## config.mk

```make
export PLATFORM = sky130hd
export DESIGN_NAME = pid_controller_variable_dt_flat
export DESIGN_NICKNAME = d
export VERILOG_FILES = /design/src/rtl/pcvd_pkg.sv /design/src/rtl/pcvd_if.sv /design/src/rtl/pid_controller_variable_dt.sv /design/src/rtl/pcvd_regs.sv /design/src/rtl/pcvd_mul.sv /design/src/rtl/pcvd_div.sv /design/src/flat_wrapper.sv
export SDC_FILE = /design/constraint.sdc
export NUM_CORES = 2
export LEC_CHECK = 0
export BUFFER_PORTS_ARGS = -buffer_cell sky130_fd_sc_hd__buf_2
export CAP_MARGIN = 20
export CORE_ASPECT_RATIO = 1.25
export CORE_UTILIZATION = 25
export DETAILED_ROUTE_END_ITERATION = 16
export PLACE_DENSITY_LB_ADDON = 0.05
export SETUP_SLACK_MARGIN = 0.2
export SYNTH_ARGS = -nofsm -noshare
export SYNTH_HDL_FRONTEND = slang
export SYNTH_HIERARCHICAL = 1
export SYNTH_SLANG_ARGS = --single-unit
```

## constraint.sdc

```tcl
create_clock -name clk_i -period 22.2 [get_ports clk_i]
set_input_delay 5.55 -clock clk_i [delete_from_list [all_inputs] [get_ports clk_i]]
set_output_delay 5.55 -clock clk_i [all_outputs]
set_load 0.005 [all_outputs]
```

## src/rtl/pcvd_pkg.sv

```systemverilog
// Package for the variable time step PID controller.
// Holds widths, constants, register indexes, sequencer states and the configuration type.
// No dependencies.
package pcvd_pkg;

  localparam int unsigned FracBits  = 16;
  localparam int unsigned TimeBits  = 48;
  localparam int unsigned DataW     = 32;
  localparam int unsigned ErrW      = 33;
  localparam int unsigned DeltaW    = 34;
  localparam int unsigned AccW      = 64;
  localparam int unsigned MulAW     = 33;
  localparam int unsigned MulBW     = 64;
  localparam int unsigned MulPW     = MulAW + MulBW;
  localparam int unsigned SumW      = MulPW + 2;
  localparam int unsigned CntW      = 6;
  localparam int unsigned AddrW     = 5;

  localparam logic [63:0] NsPerS    = 64'd1000000000;
  localparam logic [63:0] HalfNs    = 64'd500000000;

  localparam logic [DataW-1:0] GainPRst  = 32'd26214;
  localparam logic [DataW-1:0] GainIRst  = 32'd19661;
  localparam logic [DataW-1:0] GainDRst  = 32'd52429;
  localparam logic [DataW-1:0] TargetRst = 32'd0;
  localparam logic [DataW-1:0] OutMinRst = 32'hFF9C0000;
  localparam logic [DataW-1:0] OutMaxRst = 32'h00640000;

  typedef enum logic [2:0] {
    REG_GAIN_P  = 3'd0,
    REG_GAIN_I  = 3'd1,
    REG_GAIN_D  = 3'd2,
    REG_TARGET  = 3'd3,
    REG_OUT_MIN = 3'd4,
    REG_OUT_MAX = 3'd5,
    REG_SPARE6  = 3'd6,
    REG_SPARE7  = 3'd7
  } reg_idx_e;

  typedef enum logic [3:0] {
    ST_IDLE,
    ST_DIV_DT,
    ST_MUL_PART,
    ST_DIV_FRAC,
    ST_MUL_WHOLE,
    ST_MUL_DM,
    ST_DIV_DER,
    ST_MUL_P,
    ST_MUL_I,
    ST_MUL_D,
    ST_FINISH
  } state_e;

  typedef struct packed {
    logic signed [DataW-1:0] gain_p;
    logic signed [DataW-1:0] gain_i;
    logic signed [DataW-1:0] gain_d;
    logic signed [DataW-1:0] target;
    logic signed [DataW-1:0] out_min;
    logic signed [DataW-1:0] out_max;
  } cfg_t;

  typedef struct packed {
    logic start;
    logic done;
  } unit_ctl_t;

endpackage

```

## src/rtl/pcvd_if.sv

```systemverilog
// Valid/ready channels for the PID controller: input tick and output drive.
// Depends on pcvd_pkg.
interface pcvd_in_if;
  logic                                 valid;
  logic                                 ready;
  logic signed [pcvd_pkg::DataW-1:0]    measured_angle;
  logic        [pcvd_pkg::TimeBits-1:0] time_ns;
  modport source (output valid, measured_angle, time_ns, input ready);
  modport sink (input valid, measured_angle, time_ns, output ready);
endinterface

interface pcvd_out_if;
  logic                              valid;
  logic                              ready;
  logic signed [pcvd_pkg::DataW-1:0] drive;
  logic                              clamped;
  modport source (output valid, drive, clamped, input ready);
  modport sink (input valid, drive, clamped, output ready);
endinterface

```

## src/rtl/pid_controller_variable_dt.sv

```systemverilog
// PID controller with variable time step: one item is in work at a time, and every arithmetic
// step runs on a bit-serial unit (launch, iterations, hand-back). A tick with a positive time
// step runs nine passes (three divisions, three multiplications for the integral and derivative
// terms, three gain products) between taking the input item and presenting its result, and the
// next input item can be taken in the same cycle as that result is presented; the first tick or
// one without time advance runs the three gain products only.
// A result still waiting at the output holds the sequencer in its last state until it is taken.
// Depends on pcvd_pkg, pcvd_if, pcvd_regs, pcvd_mul and pcvd_div.
module pid_controller_variable_dt (
  input  logic                        clk_i,
  input  logic                        rst_ni,
  input  logic                        psel,
  input  logic                        penable,
  input  logic                        pwrite,
  input  logic [pcvd_pkg::AddrW-1:0]  paddr,
  input  logic [pcvd_pkg::DataW-1:0]  pwdata,
  output logic [pcvd_pkg::DataW-1:0]  prdata,
  output logic                        pready,
  pcvd_in_if.sink                     in_if,
  pcvd_out_if.source                  out_if
);
  import pcvd_pkg::*;

  cfg_t      cfg;
  state_e    state_q, state_d;
  logic      launch_q;
  unit_ctl_t mul_ctl, div_ctl;

  logic [MulAW-1:0] mul_a;
  logic [MulBW-1:0] mul_b;
  logic [MulPW-1:0] mul_p;
  logic [63:0]      div_n, div_d, div_q, div_r;

  logic signed [AccW-1:0]    integral_q;
  logic signed [ErrW-1:0]    last_err_q, e_q, e_new;
  logic [TimeBits-1:0]       last_time_q, dt_q;
  logic                      first_q;
  logic signed [DeltaW-1:0]  de_q;
  logic [TimeBits-1:0]       quo_q;
  logic [29:0]               rem_q;
  logic [DeltaW-1:0]         frac_q;
  logic signed [AccW-1:0]    deriv_q;
  logic signed [SumW-1:0]    sum_q;

  logic [MulAW-1:0] e_mag;
  logic [63:0]      de_mag, i_mag, d_mag;
  logic [DataW-1:0] g_mag;
  logic             g_neg, v_neg;
  logic signed [SumW-1:0] prod_s;
  logic [63:0]      m_inc;
  logic signed [AccW:0] i_add, i_sub;
  logic [63:0]      d_rnd;
  logic [63:0]      d_sat;
  logic signed [SumW-1:0] rnd_sum;
  logic signed [SumW-FracBits-1:0] shr;
  logic             unit_done;
  logic             unit_is_mul;
  logic             in_acc, out_free;

  logic                     out_valid_q;
  logic signed [DataW-1:0]  drive_q;
  logic                     clamped_q;

  pcvd_regs u_regs (
    .clk_i, .rst_ni, .psel, .penable, .pwrite, .paddr, .pwdata, .prdata, .pready,
    .cfg_o (cfg)
  );

  pcvd_mul u_mul (
    .clk_i, .rst_ni, .start_i (mul_ctl.start), .a_i (mul_a), .b_i (mul_b),
    .done_o (mul_ctl.done), .p_o (mul_p)
  );

  pcvd_div u_div (
    .clk_i, .rst_ni, .start_i (div_ctl.start), .n_i (div_n), .d_i (div_d),
    .done_o (div_ctl.done), .q_o (div_q), .r_o (div_r)
  );

  assign in_if.ready = (state_q == ST_IDLE);
  assign in_acc      = in_if.valid && in_if.ready;
  assign out_free    = !out_valid_q || out_if.ready;
  assign out_if.valid   = out_valid_q;
  assign out_if.drive   = drive_q;
  assign out_if.clamped = clamped_q;

  assign e_new  = ErrW'(cfg.target) - ErrW'(in_if.measured_angle);
  assign e_mag  = e_q[ErrW-1] ? MulAW'(-e_q) : MulAW'(e_q);
  assign de_mag = de_q[DeltaW-1] ? 64'(-de_q) : 64'(de_q);
  assign i_mag  = integral_q[AccW-1] ? 64'(-integral_q) : 64'(integral_q);
  assign d_mag  = deriv_q[AccW-1] ? 64'(-deriv_q) : 64'(deriv_q);

  always_comb begin
    g_mag = '0;
    g_neg = 1'b0;
    v_neg = 1'b0;
    mul_a = '0;
    mul_b = '0;
    div_n = '0;
    div_d = NsPerS;
    unique case (state_q)
      ST_MUL_PART: begin
        mul_a = e_mag;
        mul_b = 64'(rem_q);
      end
      ST_MUL_WHOLE: begin
        mul_a = e_mag;
        mul_b = 64'(quo_q);
      end
      ST_MUL_DM: begin
        mul_a = MulAW'(NsPerS);
        mul_b = de_mag;
      end
      ST_MUL_P: begin
        g_neg = cfg.gain_p[DataW-1];
        g_mag = g_neg ? DataW'(-cfg.gain_p) : cfg.gain_p;
        v_neg = e_q[ErrW-1];
        mul_a = MulAW'(g_mag);
        mul_b = 64'(e_mag);
      end
      ST_MUL_I: begin
        g_neg = cfg.gain_i[DataW-1];
        g_mag = g_neg ? DataW'(-cfg.gain_i) : cfg.gain_i;
        v_neg = integral_q[AccW-1];
        mul_a = MulAW'(g_mag);
        mul_b = i_mag;
      end
      ST_MUL_D: begin
        g_neg = cfg.gain_d[DataW-1];
        g_mag = g_neg ? DataW'(-cfg.gain_d) : cfg.gain_d;
        v_neg = deriv_q[AccW-1];
        mul_a = MulAW'(g_mag);
        mul_b = d_mag;
      end
      ST_DIV_DT: div_n = 64'(dt_q);
      ST_DIV_FRAC: div_n = mul_p[63:0] + HalfNs;
      ST_DIV_DER: begin
        div_n = mul_p[63:0];
        div_d = 64'(dt_q);
      end
      default: ;
    endcase
  end

  assign unit_is_mul   = (state_q == ST_MUL_PART || state_q == ST_MUL_WHOLE ||
                          state_q == ST_MUL_DM || state_q == ST_MUL_P ||
                          state_q == ST_MUL_I || state_q == ST_MUL_D);
  assign mul_ctl.start = launch_q && unit_is_mul;
  assign div_ctl.start = launch_q && (state_q == ST_DIV_DT || state_q == ST_DIV_FRAC ||
                         state_q == ST_DIV_DER);
  assign unit_done = !launch_q && (unit_is_mul ? mul_ctl.done : div_ctl.done);

  assign prod_s = (g_neg != v_neg) ? -SumW'(mul_p) : SumW'(mul_p);
  assign m_inc  = mul_p[63:0] + 64'(frac_q);
  assign i_add  = {integral_q[AccW-1], integral_q} + {1'b0, m_inc};
  assign i_sub  = {integral_q[AccW-1], integral_q} - {1'b0, m_inc};
  assign d_rnd  = (div_r >= (div_d - div_r)) ? div_q + 64'd1 : div_q;
  assign d_sat  = d_rnd[63] ? {1'b0, {63{1'b1}}} : d_rnd;
  assign rnd_sum = sum_q + (SumW'(1) <<< (FracBits - 1));
  assign shr     = rnd_sum[SumW-1:FracBits];

  always_comb begin
    state_d = state_q;
    unique case (state_q)
      ST_IDLE: if (in_acc) begin
        state_d = (!first_q && in_if.time_ns > last_time_q) ? ST_DIV_DT : ST_MUL_P;
      end
      ST_DIV_DT:    if (unit_done) state_d = ST_MUL_PART;
      ST_MUL_PART:  if (unit_done) state_d = ST_DIV_FRAC;
      ST_DIV_FRAC:  if (unit_done) state_d = ST_MUL_WHOLE;
      ST_MUL_WHOLE: if (unit_done) state_d = ST_MUL_DM;
      ST_MUL_DM:    if (unit_done) state_d = ST_DIV_DER;
      ST_DIV_DER:   if (unit_done) state_d = ST_MUL_P;
      ST_MUL_P:     if (unit_done) state_d = ST_MUL_I;
      ST_MUL_I:     if (unit_done) state_d = ST_MUL_D;
      ST_MUL_D:     if (unit_done) state_d = ST_FINISH;
      ST_FINISH:    if (out_free) state_d = ST_IDLE;
      default:      state_d = ST_IDLE;
    endcase
  end

  always_ff @(posedge clk_i or negedge rst_ni) begin
    if (!rst_ni) begin
      state_q     <= ST_IDLE;
      launch_q    <= 1'b0;
      out_valid_q <= 1'b0;
      first_q     <= 1'b1;
      last_time_q <= '0;
      last_err_q  <= '0;
      integral_q  <= '0;
    end else begin
      state_q  <= state_d;
      launch_q <= (state_d != state_q) && (state_d != ST_IDLE);
      if (out_valid_q && out_if.ready) out_valid_q <= 1'b0;
      if (state_q == ST_FINISH && out_free) out_valid_q <= 1'b1;
      if (in_acc) begin
        first_q     <= 1'b0;
        last_time_q <= in_if.time_ns;
        last_err_q  <= e_new;
      end
      if (state_q == ST_MUL_WHOLE && unit_done) begin
        if (!e_q[ErrW-1]) begin
          integral_q <= (i_add[AccW] != i_add[AccW-1]) ? {1'b0, {(AccW-1){1'b1}}}
                                                       : i_add[AccW-1:0];
        end else begin
          integral_q <= (i_sub[AccW] != i_sub[AccW-1]) ? {1'b1, {(AccW-1){1'b0}}}
                                                       : i_sub[AccW-1:0];
        end
      end
    end
  end

  always_ff @(posedge clk_i) begin
    if (in_acc) begin
      e_q     <= e_new;
      de_q    <= DeltaW'(e_new) - DeltaW'(last_err_q);
      dt_q    <= in_if.time_ns - last_time_q;
      deriv_q <= '0;
      sum_q   <= '0;
    end
    if (unit_done) begin
      unique case (state_q)
        ST_DIV_DT: begin
          quo_q <= div_q[TimeBits-1:0];
          rem_q <= div_r[29:0];
        end
        ST_DIV_FRAC: frac_q <= div_q[DeltaW-1:0];
        ST_DIV_DER:  deriv_q <= de_q[DeltaW-1] ? -AccW'(d_sat) : AccW'(d_sat);
        ST_MUL_P, ST_MUL_I, ST_MUL_D: sum_q <= sum_q + prod_s;
        default: ;
      endcase
    end
    if (state_q == ST_FINISH && out_free) begin
      if (shr > (SumW-FracBits)'(cfg.out_max)) begin
        drive_q   <= cfg.out_max;
        clamped_q <= 1'b1;
      end else if (shr < (SumW-FracBits)'(cfg.out_min)) begin
        drive_q   <= cfg.out_min;
        clamped_q <= 1'b1;
      end else begin
        drive_q   <= shr[DataW-1:0];
        clamped_q <= 1'b0;
      end
    end
  end
endmodule

```

## src/rtl/pcvd_regs.sv

```systemverilog
// APB configuration registers of the PID controller.
// Depends on pcvd_pkg.
module pcvd_regs (
  input  logic                         clk_i,
  input  logic                         rst_ni,
  input  logic                         psel,
  input  logic                         penable,
  input  logic                         pwrite,
  input  logic [pcvd_pkg::AddrW-1:0]   paddr,
  input  logic [pcvd_pkg::DataW-1:0]   pwdata,
  output logic [pcvd_pkg::DataW-1:0]   prdata,
  output logic                         pready,
  output pcvd_pkg::cfg_t               cfg_o
);
  import pcvd_pkg::*;

  cfg_t     cfg_q;
  reg_idx_e idx;
  logic     wr;

  assign idx    = reg_idx_e'(paddr[AddrW-1:2]);
  assign wr     = psel && penable && pwrite;
  assign pready = 1'b1;
  assign cfg_o  = cfg_q;

  always_ff @(posedge clk_i or negedge rst_ni) begin
    if (!rst_ni) begin
      cfg_q.gain_p  <= GainPRst;
      cfg_q.gain_i  <= GainIRst;
      cfg_q.gain_d  <= GainDRst;
      cfg_q.target  <= TargetRst;
      cfg_q.out_min <= OutMinRst;
      cfg_q.out_max <= OutMaxRst;
    end else if (wr) begin
      unique case (idx)
        REG_GAIN_P:  cfg_q.gain_p  <= pwdata;
        REG_GAIN_I:  cfg_q.gain_i  <= pwdata;
        REG_GAIN_D:  cfg_q.gain_d  <= pwdata;
        REG_TARGET:  cfg_q.target  <= pwdata;
        REG_OUT_MIN: cfg_q.out_min <= pwdata;
        REG_OUT_MAX: cfg_q.out_max <= pwdata;
        default: ;
      endcase
    end
  end

  always_comb begin
    unique case (idx)
      REG_GAIN_P:  prdata = cfg_q.gain_p;
      REG_GAIN_I:  prdata = cfg_q.gain_i;
      REG_GAIN_D:  prdata = cfg_q.gain_d;
      REG_TARGET:  prdata = cfg_q.target;
      REG_OUT_MIN: prdata = cfg_q.out_min;
      REG_OUT_MAX: prdata = cfg_q.out_max;
      default:     prdata = '0;
    endcase
  end
endmodule

```

## src/rtl/pcvd_mul.sv

```systemverilog
// Bit-serial unsigned shift-add multiplier, one multiplier bit per cycle.
// Depends on pcvd_pkg.
module pcvd_mul (
  input  logic                          clk_i,
  input  logic                          rst_ni,
  input  logic                          start_i,
  input  logic [pcvd_pkg::MulAW-1:0]    a_i,
  input  logic [pcvd_pkg::MulBW-1:0]    b_i,
  output logic                          done_o,
  output logic [pcvd_pkg::MulPW-1:0]    p_o
);
  import pcvd_pkg::*;

  logic [MulPW-1:0] p_q, p_d;
  logic [MulAW-1:0] a_q;
  logic [CntW-1:0]  cnt_q;
  logic             busy_q, done_q;
  logic [MulAW:0]   hi_sum;

  assign hi_sum = {1'b0, p_q[MulPW-1:MulBW]} + (p_q[0] ? {1'b0, a_q} : '0);
  assign p_d    = {hi_sum, p_q[MulBW-1:1]};
  assign done_o = done_q;
  assign p_o    = p_q;

  always_ff @(posedge clk_i or negedge rst_ni) begin
    if (!rst_ni) begin
      busy_q <= 1'b0;
      done_q <= 1'b0;
      cnt_q  <= '0;
    end else if (start_i) begin
      busy_q <= 1'b1;
      done_q <= 1'b0;
      cnt_q  <= '0;
    end else if (busy_q) begin
      cnt_q <= cnt_q + 1'b1;
      if (cnt_q == '1) begin
        busy_q <= 1'b0;
        done_q <= 1'b1;
      end
    end
  end

  always_ff @(posedge clk_i) begin
    if (start_i) begin
      a_q <= a_i;
      p_q <= {{MulAW{1'b0}}, b_i};
    end else if (busy_q) begin
      p_q <= p_d;
    end
  end
endmodule

```

## src/rtl/pcvd_div.sv

```systemverilog
// Restoring radix-2 divider, 64-bit dividend and divisor, one quotient bit per cycle.
// Depends on pcvd_pkg.
module pcvd_div (
  input  logic         clk_i,
  input  logic         rst_ni,
  input  logic         start_i,
  input  logic [63:0]  n_i,
  input  logic [63:0]  d_i,
  output logic         done_o,
  output logic [63:0]  q_o,
  output logic [63:0]  r_o
);
  import pcvd_pkg::*;

  logic [63:0]     r_q, nq_q, d_q;
  logic [CntW-1:0] cnt_q;
  logic            busy_q, done_q;
  logic [64:0]     shifted;
  logic [65:0]     diff;
  logic            ge;

  assign shifted = {r_q, nq_q[63]};
  assign diff    = {1'b0, shifted} - {2'b00, d_q};
  assign ge      = !diff[65];
  assign done_o  = done_q;
  assign q_o     = nq_q;
  assign r_o     = r_q;

  always_ff @(posedge clk_i or negedge rst_ni) begin
    if (!rst_ni) begin
      busy_q <= 1'b0;
      done_q <= 1'b0;
      cnt_q  <= '0;
    end else if (start_i) begin
      busy_q <= 1'b1;
      done_q <= 1'b0;
      cnt_q  <= '0;
    end else if (busy_q) begin
      cnt_q <= cnt_q + 1'b1;
      if (cnt_q == '1) begin
        busy_q <= 1'b0;
        done_q <= 1'b1;
      end
    end
  end

  always_ff @(posedge clk_i) begin
    if (start_i) begin
      r_q  <= '0;
      nq_q <= n_i;
      d_q  <= d_i;
    end else if (busy_q) begin
      r_q  <= ge ? diff[63:0] : shifted[63:0];
      nq_q <= {nq_q[62:0], ge};
    end
  end
endmodule

```

## src/flat_wrapper.sv

```systemverilog
// flat-port wrapper written by rule: the top's interface ports become plain ports
module pid_controller_variable_dt_flat import pcvd_pkg::*;
  (clk_i, rst_ni, psel, penable, pwrite, paddr, pwdata, prdata, pready, in_if_valid, in_if_measured_angle, in_if_time_ns, in_if_ready, out_if_valid, out_if_drive, out_if_clamped, out_if_ready);
  pcvd_in_if in_if_i ();
  pcvd_out_if out_if_i ();
  input  logic clk_i;
  input  logic rst_ni;
  input  logic psel;
  input  logic penable;
  input  logic pwrite;
  input  logic [pcvd_pkg::AddrW-1:0] paddr;
  input  logic [pcvd_pkg::DataW-1:0] pwdata;
  output logic [pcvd_pkg::DataW-1:0] prdata;
  output logic pready;
  input wire logic [$bits(in_if_i.valid)-1:0] in_if_valid;
  input wire logic [$bits(in_if_i.measured_angle)-1:0] in_if_measured_angle;
  input wire logic [$bits(in_if_i.time_ns)-1:0] in_if_time_ns;
  output wire logic [$bits(in_if_i.ready)-1:0] in_if_ready;
  output wire logic [$bits(out_if_i.valid)-1:0] out_if_valid;
  output wire logic [$bits(out_if_i.drive)-1:0] out_if_drive;
  output wire logic [$bits(out_if_i.clamped)-1:0] out_if_clamped;
  input wire logic [$bits(out_if_i.ready)-1:0] out_if_ready;
  assign in_if_i.valid = in_if_valid;
  assign in_if_i.measured_angle = in_if_measured_angle;
  assign in_if_i.time_ns = in_if_time_ns;
  assign in_if_ready = in_if_i.ready;
  assign out_if_valid = out_if_i.valid;
  assign out_if_drive = out_if_i.drive;
  assign out_if_clamped = out_if_i.clamped;
  assign out_if_i.ready = out_if_ready;
  pid_controller_variable_dt u_core (.clk_i(clk_i), .rst_ni(rst_ni), .psel(psel), .penable(penable), .pwrite(pwrite), .paddr(paddr), .pwdata(pwdata), .prdata(prdata), .pready(pready), .in_if(in_if_i), .out_if(out_if_i));
endmodule
```

==> results_dict.tcl <==
set metrics [dict create \
    status "finished clean" \
    post_drt_via_cell_ratio 5.13 \
    die_width_um 544 \
    nets 11491 \
    p_sw_mw 7.80 \
    crit_arrival_ps 8060 \
    design_area_um2 104000 \
    worstSetupPathType "in -> out" \
    slew_headroom_pct 23.4 \
    ys_ff_latch 1105 \
    num_rows 248 \
    worst_r2r_path_depth 46 \
    syn_area_per_cell_um2 8.69 \
    drt-total-wl_um 400000 \
    cp_max_fo 49 \
    tightest_slew_ps 1150 \
    cts.sinks 1105 \
    grt_use_total_pct 21.1 \
    p_leak_nw 42.6 \
    clk_latency_ps 890 \
    reg2reg_slack_ps 9200 \
    r2r_start "u_core/state_q[0]" \
    core_region_area_um2 365000 \
    async_flop_share_pct 32.6 \
    die-area_um2 370000 \
    vias 80173 \
    path_clk_slew_ps 60 \
    first_pass_iters 9 \
    cts_tree "built" \
    synth_ff_type "edfxtp_1" \
    clock_skew_ps 96.4 \
    yosysSeqAreaShare_pct 31.4 \
    p_int_mw 8.27 \
    reg2reg_to "u_core/deriv_q[60]" \
    finalHoldViolCount 0 \
    syn_area_um2 91900 \
    grt_pass1_wl_um 574000 \
    endpoint_kind "output port" \
    htree_levels 4 \
    dpl_cell_area_um2 98500 \
    initial_core_util_pct 25.2 \
    startpoint_type "primary input" \
    period_needed_ps 13610 \
    clockBufferDepth 4 \
    grt_remaining_overflow 0 \
    min_from "u_core/sum_q[0]" \
    rsz0062_at_grt "no" \
    crit_required_ps 16650 \
    cts_resized 0 \
    post-dp-hpwl_um 317000 \
    ctsHoldBuffers 0 \
    peakVddDrop_mv 0.129 \
    wl_per_cell_um 25.6 \
    grt_max_degree 124 \
    min_path_type "reg -> reg" \
    place_ws_ps 8680 \
    place.gp.congestion 0.874 \
    antenna_found_initial 23 \
    clkPwrFrac_pct 16.5 \
    die_height_um 680 \
    drtAntennaViolNets 0 \
    hold_end "u_core/sum_q[0]" \
    ys_warn_count 6 \
    first_iter_violations 5281 \
    maxCapViolCount 0 \
    numCtsBuffers 156 \
    period_share_pct 61.3 \
    cellPowerDensity_nw_per_um2 155 \
    setup_viol 0 \
    dpl.cell_count 15317 \
    post_cts_buffers 0 \
    synth_edf_count 485 \
    setup_tns_ps 0 \
    ioPinCount 192 \
    portBuffers 188 \
    ys_types 126 \
    final_layout_size_suffix_gt1_share_pct 11.3 \
    hold_path_depth 2 \
    fin_ws_ps 8590 \
    instances_no_fill 15621 \
    cts-root-buf "clkbuf_16" \
    pwr-share-comb_pct 59.2 \
    grt_pass1_vias 80587 \
    syn_inst 10575 \
    whs_ps 469 \
    syn2layout_area_growth_pct 12.9 \
    swShare_pct 48.5 \
    p_seq_share_pct 24.4 \
    drc_errors 0 \
    max_freq_ghz 0.0735 \
    drv_slew 0 \
]
## flip-flops by register name (all words and copies together) (netlist names), 34 cells and up
register and count:
u_core/u_div/d_q 64, u_core/u_div/q_o 64, u_core/quo_q 48, u_core/sum_q 99, u_core/de_q 34, u_core/frac_q 34, u_core/deriv_q 64, u_core/u_regs/cfg_o 192
u_core/last_time_q 48, u_core/u_div/r_o 64, u_core/dt_q 48, u_core/integral_q 64, u_core/u_mul/p_o 97
## routing by layer
layer  vias up  share of wire [%]  track usage (%)
li1      38842                  -                -
met2      1551                 49             37.3
met5         -                  0                0
met4         0                4.1             7.82
met3       456                3.6             1.98
met1     39324                 43             26.4
## placed cells by master (no fill, tap or decap), types with 53 or more instances in the layout
cell,Yosys,layout
o31ai_1,138,137
xor2_1,461,458
nor2_1,713,706
nand3_1,334,333
o21bai_1,92,92
nor4_1,76,75
nor2b_1,103,99
nand4_1,168,168
dfxtp_1,260,259
nor3_1,163,157
a211oi_1,80,80
and3_1,123,123
o22ai_1,63,63
o211ai_1,53,53
dfrtp_1,319,317
a311oi_1,63,63
o21a_1,56,54
o21ai_0,821,820
and2_1,84,82
a21oi_1,651,651
xnor2_1,552,541
clkbuf_16,0,163
o41ai_1,71,71
nand2_1,898,892
buf_2,24,186
a21o_1,281,280
mux2_2,364,364
ha_1,757,757
buf_4,24,180
or2_2,59,59
mux2i_1,135,135
inv_1,571,567
or3_1,130,128
or4_1,75,75
edfxtp_1,485,485
a31oi_1,93,91
o221ai_1,53,53
nand2b_1,125,124
## power groups by stage
| stage | clock network (mW) | logic [mW] | registers (mW) |
|---|---|---|---|
| after floorplan | 0 | 6.99 | 3.41 |
| after global placement | 0 | 9.54 | 3.95 |
| after detailed placement | 0 | 9.55 | 3.96 |
| after CTS | 2.75 | 9.61 | 3.92 |
| after global routing | 2.80 | 10.6 | 4.02 |
| final | 2.65 | 9.51 | 3.92 |
## area by class of cell
type,count,area (um^2)
Timing Repair Buffer,370,2350
Fill cell,38953,261000
Clock inverter,72,818
Tap cell,4875,6100
Clock buffer,213,4390
Multi-Input combinational cell,8394,59100
Inverter,573,2160
Antenna cell,19,47.5
Sequential cell,1105,28800
## cell families (layout without fill, tap and decap cells)
kind of cell    after synthesis  after routing  share of synthesized area (%)
fa+ha+maj                   767            767                           10.5
other cells                   2             36                        0.00817
simple gates               3169           3169                           17.0
compound gates             2921           2921                           20.6
buf+inv                    1091           1228                           4.75
xor+xnor                   1013           1013                           9.66
mux                         507            507                           6.03
flops                      1105           1105                           31.4
## worst max-delay path, stage by stage
cell and delay (ps):
buf_2 260, buf_4 720, mux2_2 350, nand2_1 70, a31oi_1 750, buf_2 250
## worst max-delay path by stage
stage	startpoint	end	cells past startpoint
global route	u_core/state_q[0]	u_core/deriv_q[60]	46
CTS	paddr[4]	prdata[0]	6
detailed placement	paddr[4]	prdata[0]	6
finish	paddr[3]	prdata[1]	6
floorplan	paddr[3]	prdata[0]	5
global placement	paddr[4]	prdata[1]	6
## stage by stage
stage	utilization, %	total power [mW]
global placement	27.0	13.5
finish	28.4	16.1
detailed placement	27.0	13.5
floorplan	-	10.4
global route	28.4	17.4
CTS	28.4	16.3
## synthesized netlist by cell type, drive strengths merged (319+ instances only)
cell / instances / area share [%]
xor2: 461 / 4.4
o21ai: 840 / 4.6
nor2: 717 / 3.0
nand3: 334 / 1.8
inv: 572 / 2.3
xnor2: 552 / 5.3
dfrtp: 319 / 8.7
mux2: 372 / 4.6
edfxtp: 485 / 16
a21oi: 658 / 3.6
nand2: 899 / 3.7
ha: 757 / 10
clkbuf: 420 / 1.7
Note: power is estimated with default switching activity, not from simulation.
